===== src/hw/rtl/mbd_pkg.sv =====
`timescale 1ns / 1ps
// Package for the multistream block demuxer.
// Holds the parser phase type, the result word layout, result codes and flag masks.
// Has no dependencies.
package mbd_pkg;

   typedef enum logic [2:0] {
      PH_HEADER,
      PH_SAMPLES,
      PH_SUBHDR,
      PH_PAYLOAD,
      PH_DRAIN,
      PH_HALT
   } phase_type;

   localparam logic [1:0] KIND_PAYLOAD = 2'd0;
   localparam logic [1:0] KIND_SAMPLES = 2'd1;
   localparam logic [1:0] KIND_ERROR   = 2'd2;
   localparam logic [1:0] KIND_END     = 2'd3;

   localparam logic [2:0] ERR_NONE       = 3'd0;
   localparam logic [2:0] ERR_FLAGS      = 3'd1;
   localparam logic [2:0] ERR_BLOCK_SMALL = 3'd2;
   localparam logic [2:0] ERR_LENGTH     = 3'd3;
   localparam logic [2:0] ERR_SUB_SMALL  = 3'd4;

   // Flag masks of the block header's top byte.
   localparam logic [7:0] FLAG_LAST_MASK = 8'h81;
   localparam logic [7:0] FLAG_SKIP_MASK = 8'h09;
   localparam logic [7:0] FLAG_BAD_MASK  = 8'h32;

   localparam int QUEUE_DEPTH = 4;
   localparam int QPTR_W      = 2;
   localparam int QCNT_W      = 3;

   typedef struct packed {
      logic [1:0]  kind;
      logic [7:0]  data_byte;
      logic [3:0]  stream_index;
      logic        frame_last;
      logic [10:0] pad_count;
      logic [31:0] sample_count;
      logic [2:0]  error_code;
   } result_type;

   // Results produced by one parsed byte, handed to the result queue.
   typedef struct packed {
      logic [1:0] count;
      result_type res0;
      result_type res1;
   } push_type;

   function automatic result_type make_result(input logic [1:0] kind,
                                              input logic [7:0] data_byte,
                                              input logic [3:0] stream_index,
                                              input logic frame_last,
                                              input logic [10:0] pad_count,
                                              input logic [31:0] sample_count,
                                              input logic [2:0] error_code);
      result_type r;
      r.kind          = kind;
      r.data_byte     = data_byte;
      r.stream_index  = stream_index;
      r.frame_last    = frame_last;
      r.pad_count     = pad_count;
      r.sample_count  = sample_count;
      r.error_code    = error_code;
      return r;
   endfunction

endpackage


===== src/hw/rtl/mbd_parser.sv =====
`timescale 1ns / 1ps
// Block parser: holds the container parse state and the stream count register,
// and turns one byte into up to two result words. Depends on mbd_pkg.
module mbd_parser import mbd_pkg::*; #(
   parameter int FRAME_BYTES = 2048,
   parameter int MAX_STREAMS = 16
) (
   input  logic       clock,
   input  logic       reset,
   input  logic       csr_wr_en,
   input  logic [4:0] csr_wr_data,
   input  logic       fire,
   input  logic [7:0] in_byte,
   output push_type   push
);

   localparam int FPOS_W = $clog2(FRAME_BYTES);
   localparam logic [4:0] STREAM_CAP = 5'((MAX_STREAMS < 16) ? MAX_STREAMS : 16);

   typedef struct packed {
      phase_type  phase;
      logic [3:0] cursor;
      logic       emit;
      result_type res;
   } step_type;

   phase_type         phase_ff, phase_in;
   logic [1:0]        hcnt_ff, hcnt_in;
   logic [31:0]       word_ff, word_in;
   logic [23:0]       brem_ff, brem_in;
   logic [29:0]       srem_ff, srem_in;
   logic [FPOS_W-1:0] fpos_ff, fpos_in;
   logic [3:0]        cursor_ff, cursor_in;
   logic              last_ff, last_in;
   logic              skip_ff, skip_in;
   logic [4:0]        scount_ff, scount_in;

   logic [31:0] word_new;
   logic [1:0]  hcnt_new;
   logic [4:0]  eff_streams;
   logic [16:0] pad_wide;

   function automatic result_type err_result(input logic [2:0] code);
      return make_result(KIND_ERROR, 8'h00, 4'd0, 1'b0, 11'd0, 32'd0, code);
   endfunction

   // End-of-block handling once the last subblock is done or a drain empties.
   function automatic step_type finish_fn(input logic [23:0] brem, input logic last,
                                          input logic [3:0] cursor);
      step_type s;
      s.cursor = cursor;
      s.emit   = 1'b0;
      s.res    = '0;
      if (brem == 24'd0) begin
         if (last) begin
            s.phase = PH_HALT;
            s.emit  = 1'b1;
            s.res   = make_result(KIND_END, 8'h00, 4'd0, 1'b0, 11'd0, 32'd0, ERR_NONE);
         end else begin
            s.phase = PH_HEADER;
         end
      end else if (last) begin
         s.phase = PH_DRAIN;
      end else begin
         s.phase = PH_HALT;
         s.emit  = 1'b1;
         s.res   = err_result(ERR_LENGTH);
      end
      return s;
   endfunction

   function automatic step_type next_fn(input logic [3:0] cursor, input logic [4:0] eff,
                                        input logic [23:0] brem, input logic last);
      step_type s;
      if (({1'b0, cursor} + 5'd1) >= eff) begin
         s = finish_fn(brem, last, 4'd0);
      end else begin
         s.phase  = PH_SUBHDR;
         s.cursor = cursor + 4'd1;
         s.emit   = 1'b0;
         s.res    = '0;
      end
      return s;
   endfunction

   assign word_new = {word_ff[23:0], in_byte};
   assign hcnt_new = hcnt_ff + 2'd1;
   assign pad_wide = 17'(FRAME_BYTES - 1) - 17'(fpos_ff);

   always_comb begin
      if (scount_ff == 5'd0) begin
         eff_streams = 5'd1;
      end else if (scount_ff > STREAM_CAP) begin
         eff_streams = STREAM_CAP;
      end else begin
         eff_streams = scount_ff;
      end
   end

   always_comb begin
      logic [7:0]  flags;
      logic [23:0] brem_d;
      logic [29:0] srem_d;
      logic [29:0] sub;
      logic [29:0] pay;
      logic        full;
      logic        lastnew;
      step_type    s;

      phase_in   = phase_ff;
      hcnt_in    = hcnt_ff;
      word_in    = word_ff;
      brem_in    = brem_ff;
      srem_in    = srem_ff;
      fpos_in    = fpos_ff;
      cursor_in  = cursor_ff;
      last_in    = last_ff;
      skip_in    = skip_ff;
      scount_in  = csr_wr_en ? csr_wr_data : scount_ff;
      push       = '0;
      flags      = word_new[31:24];
      brem_d     = brem_ff - 24'd1;
      srem_d     = srem_ff - 30'd1;
      sub        = word_new[31:2];
      pay        = sub - 30'd4;
      full       = (fpos_ff == FPOS_W'(FRAME_BYTES - 1));
      lastnew    = |(flags & FLAG_LAST_MASK);
      s          = '0;

      if (fire) begin
         unique case (phase_ff)
            PH_HEADER: begin
               word_in = word_new;
               hcnt_in = hcnt_new;
               if (hcnt_new == 2'd0) begin
                  last_in = lastnew;
                  skip_in = |(flags & FLAG_SKIP_MASK);
                  if ((flags & FLAG_BAD_MASK) != 8'h00) begin
                     phase_in      = PH_HALT;
                     push.count    = 2'd1;
                     push.res0     = err_result(ERR_FLAGS);
                  end else if (word_new[23:0] < 24'd4) begin
                     phase_in      = PH_HALT;
                     push.count    = 2'd1;
                     push.res0     = err_result(ERR_BLOCK_SMALL);
                  end else begin
                     brem_in = word_new[23:0] - 24'd4;
                     if (|(flags & FLAG_SKIP_MASK)) begin
                        if (word_new[23:0] == 24'd4) begin
                           s          = finish_fn(24'd0, lastnew, cursor_ff);
                           phase_in   = s.phase;
                           push.count = {1'b0, s.emit};
                           push.res0  = s.res;
                        end else begin
                           phase_in = PH_DRAIN;
                        end
                     end else if (word_new[23:0] < 24'd8) begin
                        phase_in   = PH_HALT;
                        push.count = 2'd1;
                        push.res0  = err_result(ERR_LENGTH);
                     end else begin
                        phase_in = PH_SAMPLES;
                     end
                  end
               end
            end
            PH_SAMPLES: begin
               word_in = word_new;
               hcnt_in = hcnt_new;
               brem_in = brem_d;
               if (hcnt_new == 2'd0) begin
                  cursor_in  = 4'd0;
                  phase_in   = PH_SUBHDR;
                  push.count = 2'd1;
                  push.res0  = make_result(KIND_SAMPLES, 8'h00, 4'd0, 1'b0, 11'd0,
                                           word_new, ERR_NONE);
               end
            end
            PH_SUBHDR: begin
               if (brem_ff == 24'd0) begin
                  phase_in   = PH_HALT;
                  push.count = 2'd1;
                  push.res0  = err_result(ERR_LENGTH);
               end else begin
                  brem_in = brem_d;
                  word_in = word_new;
                  hcnt_in = hcnt_new;
                  if (hcnt_new == 2'd0) begin
                     if (sub < 30'd4) begin
                        phase_in   = PH_HALT;
                        push.count = 2'd1;
                        push.res0  = err_result(ERR_SUB_SMALL);
                     end else if (pay > {6'd0, brem_d}) begin
                        phase_in   = PH_HALT;
                        push.count = 2'd1;
                        push.res0  = err_result(ERR_LENGTH);
                     end else begin
                        srem_in = pay;
                        fpos_in = '0;
                        if (pay == 30'd0) begin
                           s          = next_fn(cursor_ff, eff_streams, brem_d, last_ff);
                           phase_in   = s.phase;
                           cursor_in  = s.cursor;
                           push.count = {1'b0, s.emit};
                           push.res0  = s.res;
                        end else begin
                           phase_in = PH_PAYLOAD;
                        end
                     end
                  end
               end
            end
            PH_PAYLOAD: begin
               brem_in    = brem_d;
               srem_in    = srem_d;
               fpos_in    = full ? '0 : fpos_ff + FPOS_W'(1);
               push.count = 2'd1;
               push.res0  = make_result(KIND_PAYLOAD, in_byte, cursor_ff,
                                        full || (srem_d == 30'd0),
                                        ((srem_d == 30'd0) && !full) ? pad_wide[10:0] : 11'd0,
                                        32'd0, ERR_NONE);
               if (srem_d == 30'd0) begin
                  s          = next_fn(cursor_ff, eff_streams, brem_d, last_ff);
                  phase_in   = s.phase;
                  cursor_in  = s.cursor;
                  push.count = s.emit ? 2'd2 : 2'd1;
                  push.res1  = s.res;
               end
            end
            PH_DRAIN: begin
               if (brem_ff != 24'd0) begin
                  brem_in = brem_d;
               end
               if (brem_ff <= 24'd1) begin
                  s          = finish_fn(24'd0, last_ff, cursor_ff);
                  phase_in   = s.phase;
                  push.count = {1'b0, s.emit};
                  push.res0  = s.res;
               end
            end
            PH_HALT: begin
            end
            default: begin
               phase_in = PH_HALT;
            end
         endcase
      end
   end

   always_ff @(posedge clock) begin
      if (reset) begin
         phase_ff  <= PH_HEADER;
         hcnt_ff   <= 2'd0;
         word_ff   <= 32'd0;
         brem_ff   <= 24'd0;
         srem_ff   <= 30'd0;
         fpos_ff   <= '0;
         cursor_ff <= 4'd0;
         last_ff   <= 1'b0;
         skip_ff   <= 1'b0;
         scount_ff <= 5'd1;
      end else begin
         phase_ff  <= phase_in;
         hcnt_ff   <= hcnt_in;
         word_ff   <= word_in;
         brem_ff   <= brem_in;
         srem_ff   <= srem_in;
         fpos_ff   <= fpos_in;
         cursor_ff <= cursor_in;
         last_ff   <= last_in;
         skip_ff   <= skip_in;
         scount_ff <= scount_in;
      end
   end

endmodule


===== src/hw/rtl/mbd_result_queue.sv =====
`timescale 1ns / 1ps
// Result queue: four-entry queue that takes up to two result words per cycle
// and presents one word a cycle on the response channel while rsp_ready is high. Depends on mbd_pkg.
module mbd_result_queue import mbd_pkg::*; (
   input  logic       clock,
   input  logic       reset,
   input  push_type   push,
   output logic       room,
   output logic       rsp_valid,
   input  logic       rsp_ready,
   output result_type rsp_word
);

   result_type            mem_ff [QUEUE_DEPTH];
   logic [QPTR_W-1:0]     wr_ptr_ff, wr_ptr_in;
   logic [QPTR_W-1:0]     rd_ptr_ff, rd_ptr_in;
   logic [QCNT_W-1:0]     count_ff, count_in;
   logic                  pop;

   // Room is raised only while two entries are free, enough for the worst-case byte.
   assign room      = (count_ff <= QCNT_W'(QUEUE_DEPTH - 2));
   assign rsp_valid = (count_ff != '0);
   assign rsp_word  = mem_ff[rd_ptr_ff];
   assign pop       = rsp_valid && rsp_ready;

   always_comb begin
      wr_ptr_in = wr_ptr_ff + QPTR_W'(push.count);
      rd_ptr_in = pop ? rd_ptr_ff + QPTR_W'(1) : rd_ptr_ff;
      count_in  = count_ff + QCNT_W'(push.count) - QCNT_W'(pop);
   end

   always_ff @(posedge clock) begin
      if (push.count != 2'd0) begin
         mem_ff[wr_ptr_ff] <= push.res0;
      end
      if (push.count == 2'd2) begin
         mem_ff[wr_ptr_ff + QPTR_W'(1)] <= push.res1;
      end
   end

   always_ff @(posedge clock) begin
      if (reset) begin
         wr_ptr_ff <= '0;
         rd_ptr_ff <= '0;
         count_ff  <= '0;
      end else begin
         wr_ptr_ff <= wr_ptr_in;
         rd_ptr_ff <= rd_ptr_in;
         count_ff  <= count_in;
      end
   end

endmodule


===== src/hw/rtl/multistream_block_demuxer.sv =====
`timescale 1ns / 1ps
// Multistream block demuxer top level: input byte register, block parser and result queue.
// An accepted byte waits in the input register and is parsed from there; its results enter
// the queue, which offers them on the response channel. The byte is held while room is low.
// Throughput: one byte per cycle; the four-entry result queue holds back input only
// when fewer than two entries are free. Synchronous active-high reset returns the
// parser to the block header phase, empties the queue and sets the stream count to 1.
module multistream_block_demuxer import mbd_pkg::*; #(
   parameter int FRAME_BYTES = 2048,
   parameter int MAX_STREAMS = 16
) (
   input  logic        clock,
   input  logic        reset,
   input  logic        csr_wr_en,
   input  logic [4:0]  csr_wr_data,
   input  logic        req_valid,
   output logic        req_ready,
   input  logic [7:0]  req_in_byte,
   output logic        rsp_valid,
   input  logic        rsp_ready,
   output logic [1:0]  rsp_kind,
   output logic [7:0]  rsp_data_byte,
   output logic [3:0]  rsp_stream_index,
   output logic        rsp_frame_last,
   output logic [10:0] rsp_pad_count,
   output logic [31:0] rsp_sample_count,
   output logic [2:0]  rsp_error_code
);

   logic       in_valid_ff, in_valid_in;
   logic [7:0] in_byte_ff, in_byte_in;
   logic       room;
   logic       fire;
   push_type   push;
   result_type rsp_word;

   assign fire      = in_valid_ff && room;
   assign req_ready = !in_valid_ff || room;

   always_comb begin
      in_valid_in = in_valid_ff;
      in_byte_in  = in_byte_ff;
      if (req_valid && req_ready) begin
         in_valid_in = 1'b1;
         in_byte_in  = req_in_byte;
      end else if (fire) begin
         in_valid_in = 1'b0;
      end
   end

   always_ff @(posedge clock) begin
      if (reset) begin
         in_valid_ff <= 1'b0;
      end else begin
         in_valid_ff <= in_valid_in;
      end
      in_byte_ff <= in_byte_in;
   end

   mbd_parser #(
      .FRAME_BYTES (FRAME_BYTES),
      .MAX_STREAMS (MAX_STREAMS)
   ) u_parser (
      .clock       (clock),
      .reset       (reset),
      .csr_wr_en   (csr_wr_en),
      .csr_wr_data (csr_wr_data),
      .fire        (fire),
      .in_byte     (in_byte_ff),
      .push        (push)
   );

   mbd_result_queue u_queue (
      .clock     (clock),
      .reset     (reset),
      .push      (push),
      .room      (room),
      .rsp_valid (rsp_valid),
      .rsp_ready (rsp_ready),
      .rsp_word  (rsp_word)
   );

   assign rsp_kind          = rsp_word.kind;
   assign rsp_data_byte     = rsp_word.data_byte;
   assign rsp_stream_index  = rsp_word.stream_index;
   assign rsp_frame_last    = rsp_word.frame_last;
   assign rsp_pad_count     = rsp_word.pad_count;
   assign rsp_sample_count  = rsp_word.sample_count;
   assign rsp_error_code    = rsp_word.error_code;

endmodule


===== config.mk =====
export PLATFORM = sky130hd
export DESIGN_NAME = multistream_block_demuxer
export DESIGN_NICKNAME = d
export VERILOG_FILES = /design/src/hw/rtl/mbd_pkg.sv /design/src/hw/rtl/mbd_parser.sv /design/src/hw/rtl/mbd_result_queue.sv /design/src/hw/rtl/multistream_block_demuxer.sv
export SDC_FILE = /design/constraint.sdc
export NUM_CORES = 1
export LEC_CHECK = 0
export BUFFER_PORTS_ARGS = -buffer_cell sky130_fd_sc_hd__buf_2
export CORE_MARGIN = 4
export CORE_UTILIZATION = 48
export DETAILED_ROUTE_END_ITERATION = 16
export SKIP_LAST_GASP = 1
export SLEW_MARGIN = 20
export SYNTH_ARGS = -nofsm -noshare
export SYNTH_HDL_FRONTEND = slang
export SYNTH_SLANG_ARGS = --single-unit

===== constraint.sdc =====
create_clock -name clock -period 11.9 [get_ports clock]
set_clock_uncertainty 0.1 [all_clocks]
set_input_delay 1.19 -clock clock [delete_from_list [all_inputs] [get_ports clock]]
set_output_delay 1.19 -clock clock [all_outputs]
set_load 0.03 [all_outputs]

# After elaboration in Yosys (flattened, before gate mapping)
# Memory sizes are Yosys's and may differ from the RTL's. A register that Yosys moved wholly into a read port is not among the register bits.
# Index checks and enable logic that the tools add are counted.
# word_totals
ff_bits	120
mem_bits_rw	244
wordCells	179
memories	1
# memory_table
memory	depth	width	read_ports	rd_clocked_by_memory_dff	wr	line	text
u_queue.mem_ff	4	61	1	1	2	mbd_result_queue.sv:14	result_type mem_ff [QUEUE_DEPTH];
# op_classes
addsub	14
magnitude_cmp	8
eq_ne	21
muxes	86
bitwise	1
n_reduce_logical	34
# op_table
cell	n
62-bit two-way mux	9
63-bit two-way mux	8
63-bit one-hot mux with 5 select lines	1
69-bit two-way mux	4
24-bit two-way mux	6
124-bit two-way mux	1
61-bit two-way mux	2
30-bit two-way mux	4
24-bit one-hot mux with 4 select lines	1
11-bit two-way mux	6
30-bit zero test	2
30-bit one-hot mux with 2 select lines	1
3-bit two-way mux	17
24-bit zero test	2
24-bit one-hot mux with 2 select lines	1
30-bit by 24-bit > comparator with 1-bit output	1
30-bit by 3-bit < comparator with 1-bit output, second input constant	1
30-bit by 1-bit subtractor with 30-bit output, second input constant	1
30-bit by 3-bit subtractor with 30-bit output, second input constant	1
4-bit two-way mux	7
24-bit by 3-bit equality test with 1-bit output, second input constant	1
24-bit by 1-bit less-or-equal comparator with 1-bit output, second input constant	1
24-bit by 3-bit < comparator with 1-bit output, second input constant	1
24-bit by 4-bit < comparator with 1-bit output, second input constant	1
other kinds (45)	84

# Longest topological paths before layout
# depth
word_depth	15
depth_mapped	23

# Cells and area by module
# Synthesis repeated with hierarchy kept, for this count alone.
# unflattened
cells_unflattened	1958
hier_area_um2	21715.8
# modules_own_cells
mod	instances	cells_per_inst	area_per_inst_um2
mbd_result_queue	1	640	12229.2
mbd_parser	1	1304	9183.8
multistream_block_demuxer	1	14	302.8

# Least setup slack after synthesis
# No wires, ideal clock.
# synth_path
path_kind	reg2reg
start	register u_parser.brem_ff[2]
end	register u_queue.count_ff[2]
setup_time_ps	128
t_arrival_ps	4832
required_time_ps	11672
setup_slack_ps	6840
path_stages_with_launch	22
path_buffers	0
cell_sequence	dfxtp_1 -> nor4_2 -> nand4_1 -> or4_1 -> nor4_1 -> nand3_1 -> nor2_1 -> a21oi_1 -> nor2_1 -> o2111ai_1 -> ha_1 -> or3_1 -> or4_1 -> o211ai_2 -> o21ai_4 -> a21oi_1 -> ha_1 -> inv_1 -> fa_1 -> xnor2_1 -> xnor2_1 -> nor2_1
# synth_between
elab_chain_len	13
elab_cells_between_ends	22
cone_classes	add/sub (3); order compare (2); mux (15); reduce/logical (2)
# synth_lines
element	line	text
from (decl)	mbd_parser.sv:30	logic [23:0] brem_ff, brem_in;
from (signal assigned)	mbd_parser.sv:266	brem_ff <= brem_in;
parallel branches: the longest is 9 deep, another holds 30-bit by 24-bit > comparator with 1-bit output	-	
63-bit one-hot mux with 5 select lines (*)	mbd_parser.sv:131	unique case (phase_ff)
124-bit two-way mux (*)	mbd_parser.sv:130	if (fire) begin
3-bit by 2-bit adder with 3-bit output (*)	mbd_result_queue.sv:29	count_in = count_ff + QCNT_W'(push.count) - QCNT_W'(pop);
3-bit by 1-bit subtractor with 3-bit output (*)	mbd_result_queue.sv:29	
to (signal assigned)	mbd_result_queue.sv:49	count_ff <= count_in;
to (decl)	mbd_result_queue.sv:17	logic [QCNT_W-1:0] count_ff, count_in;
# Every way passes the cells marked *. The select of a mux whose other input is x is not followed.
# A chain may end at the register's enable or synchronous reset.

==> flow_summary.ini <==
[outcome]
status = finished clean

[critical_path]
reg2reg_from = u_parser.brem_ff[2]$_SDFFE_PP0P_
critPathRequiredTime_ns = 12.06
r2r_cells = 16
crit_fanout = 35
worst-setup-path-type = flip-flop to flip-flop
reg2reg_slack_ns = 5.55
crit_arrival_ns = 6.51
start_kind = flip-flop
rr_endpoint = u_queue.mem_ff[0][59]$_DFFE_PP_
end_kind = flip-flop

[logic_synthesis]
synthCells = 2181
yosysUniqueCellTypes = 95
syn_avg_cell_area_sq_um = 9.127
async_flop_share_pct = 0
synth_top_area_cell = dfxtp_1
yosysWarnings = 0
yosys-top-cells-area = dfxtp_1, mux2i_1, nand2_1
synth_edf_count = 24
syn-num-nets = 2251
synth_seq_area_share_pct = 38.02
yosysTopAreaCellShare_pct = 34.40
synth.cell_area_sq_um = 19910
ys_ff_latch = 366
synthFlopType = dfxtp_1

[placement]
place_inst = 2642
gp_congestion = 0.9283
hpwl_microns = 41770
port_buffers = 80
dpl_cell_area_sq_um = 20180

[floorplanning]
core_area_sq_um = 40920
die_area_sq_um = 44790
die_h_microns = 211.6
io_pins = 81
start_util_pct = 48.64
die_w_microns = 211.6
rows = 74

[drt]
dr.pass1.iters = 7
initialDrtViolationCount = 1431
drc_errors = 0
num_vias = 16790
via_per_inst = 6.174
wire_per_inst_microns = 22.80
wl_microns = 61980
antenna_left = 0

[timing]
whs_ns = 0.3566
min_period_ns = 6.355
slew_headroom_pct = 27.95
final-hold-violation-count = 0
rsz0062_at_grt = no
final.setup.tns_ns = 0
finalCritPeriodShare_pct = 53.40
max_slew.worst_pin.slew_ns = 1.081
finalSetupViolCount = 0
clock.fmax_mhz = 157.4
drv_slew = 0

[clocking]
clk_path_buf_depth = 3
clock_insertion_delay_worst_skew_ns = 0.58
root_buffer = clkbuf_16
cts_setup_buffers = 0
numCtsBuffers = 41
cts_sinks = 366
cts_tree = done
ctsResizeCount = 0
cts_hold_buf = 0
clk_pin_slew_ns = 0.06
cts_max_level = 2

[cells_and_area]
stdcell_area_sq_um = 21610
final.fill_count = 3854
fin_util_pct = 52.81
drive_gt1_share_pct = 13.40
finalNonFillerCells = 2719
multiInputGateArea_sq_um = 11250
layout_commonest_cell = nand2_1
seq_area_sq_um = 7572
syn_to_final_growth_pct = 8.567
final_cell_mix = nand2_1, dfxtp_1, mux2i_1, nor2_1, a21oi_1
final_nets = 2224

[power]
ir_drop_mv = 0.1439
leakagePower_nw = 8.928
power_density_nw_per_um2 = 138.7

[grt]
grt_first_pass_wirelength_microns = 96320
grt_max_degree = 66
grt_overflow = 0
antenna_found_initial = 0
grt_pass1_vias = 16020
grt_usage_pct = 27.06

[hold_path]
holdCritPathClass = flip-flop to flip-flop
hold_start = u_queue.mem_ff[1][20]$_SDFFE_PP0P_
worstHoldPathCells = 1
min_to = u_queue.mem_ff[1][20]$_SDFFE_PP0P_

[flow_run]
maxCapViolations = 0
==> worst max-delay path by stage <==
stage | startpoint | to | cells after the start | slack (ns)
2_1_floorplan | u_parser.brem_ff[2]$_SDFFE_PP0P_ | u_queue.count_ff[2]$_SDFF_PP0_ | 21 | 6.84
6_report | u_parser.brem_ff[2]$_SDFFE_PP0P_ | u_queue.mem_ff[0][59]$_DFFE_PP_ | 16 | 5.55
3_3_place_gp | u_parser.brem_ff[2]$_SDFFE_PP0P_ | u_queue.mem_ff[0][0]$_DFFE_PP_ | 16 | 5.65
5_1_grt | u_parser.brem_ff[2]$_SDFFE_PP0P_ | u_queue.mem_ff[0][59]$_DFFE_PP_ | 16 | 5.09
4_1_cts | u_parser.brem_ff[2]$_SDFFE_PP0P_ | u_queue.mem_ff[0][59]$_DFFE_PP_ | 16 | 5.54
3_5_place_dp | u_parser.brem_ff[2]$_SDFFE_PP0P_ | u_queue.mem_ff[0][60]$_DFFE_PP_ | 16 | 5.57
==> metrics by stage <==
step | worst slack (ns) | total power (W)
floorplan | 6.840 | 0.001580
global placement | 5.651 | 0.001692
detailed placement | 5.567 | 0.001694
CTS | 5.537 | 0.003014
global route | 5.090 | 0.003097
finish | 5.545 | 0.002997
==> layer usage <==
metal	GRT usage [%]	share of wire, %	vias to the layer above	wire (microns)
li1	-	-	7838	-
met1	38.90	46	8345	28400
met2	43.27	46	516	28690
met3	4.490	6.2	87	3835
met4	5.797	1.7	0	1061
met5	0	0	-	0
==> flip-flops by register name (all words and copies together), names as in the netlist, 3 cells and up, named ones only <==
register	cells
u_parser.scount_ff	5
u_queue.count_ff	3
u_parser.fpos_ff	11
in_byte_ff	8
u_queue.mem_ff	244
u_parser.srem_ff	30
u_parser.word_ff	24
u_parser.cursor_ff	4
u_parser.phase_ff	3
u_parser.brem_ff	24
==> layout make-up <==
class	count	area share (%)
repair buffers	101	2.629
inverters	36	0.6253
diodes	1	0.01158
clock buffers	64	5.906
multi-input cells	1608	52.06
clock inverters	11	0.6484
well taps	532	3.080
flip-flops and latches	366	35.04
==> cells in the mapped netlist (all sizes together), types with 5 or more instances <==
library cell and count:
nand3 39, a32o 12, a211o 5, or3 31, nor2b 7, o22ai 6
and2 12, a31oi 11, nand2 389, a21o 9, nand2b 19, o31ai 6
nand4 25, nand4b 10, o211ai 25, nor3 52, xnor2 48, xor2 32
nor4b 6, nand3b 6, dfxtp 342, a211oi 12, and3 18, nor2 140
ha 51, a22oi 6, inv 35, nor4 36, o21ai 87, mux2i 162
and4 6, or4 17, buf 70, a221oi 5, mux4 61, a31o 7
clkbuf 101, edfxtp 24, or2 17, o31a 5, o2bb2ai 57, a21oi 124
==> cells by family after synthesis <==
logic type / count (synthesis) / share of synthesized area [%]
and+or+nand+nor: 843 / 20.49
AOI/OAI and AO/OA: 410 / 13.97
DFF: 366 / 38.02
muxes: 223 / 15.05
buffers and inverters: 207 / 5.657
xor gates and xnor gates: 80 / 3.520
adders and majority gates: 52 / 3.306
==> worst max-delay path, cell delays in order, from the launching register on <==
cell     delay (ns)
dfxtp_1        0.36
nor4_2         0.49
nand4_1        0.30
or4_1          0.60
nor4_1         0.42
xnor2_1        0.23
ha_1           0.36
nand4_1        0.16
nor3_1         0.29
a31oi_1        0.13
a31o_2         0.23
a21oi_1        0.33
nand2_4        0.14
o21ai_4        0.34
a211o_2        0.72
buf_4          0.56
nand2_1        0.23
==> power breakdown <==
part           leakage (nW)  internal (W)  switching, W
combinational          5.27      0.000136      0.000242
clock                 0.696      0.000787      0.000538
sequential             2.96       0.00126     0.0000379
Power figures use the tool's default switching activity.
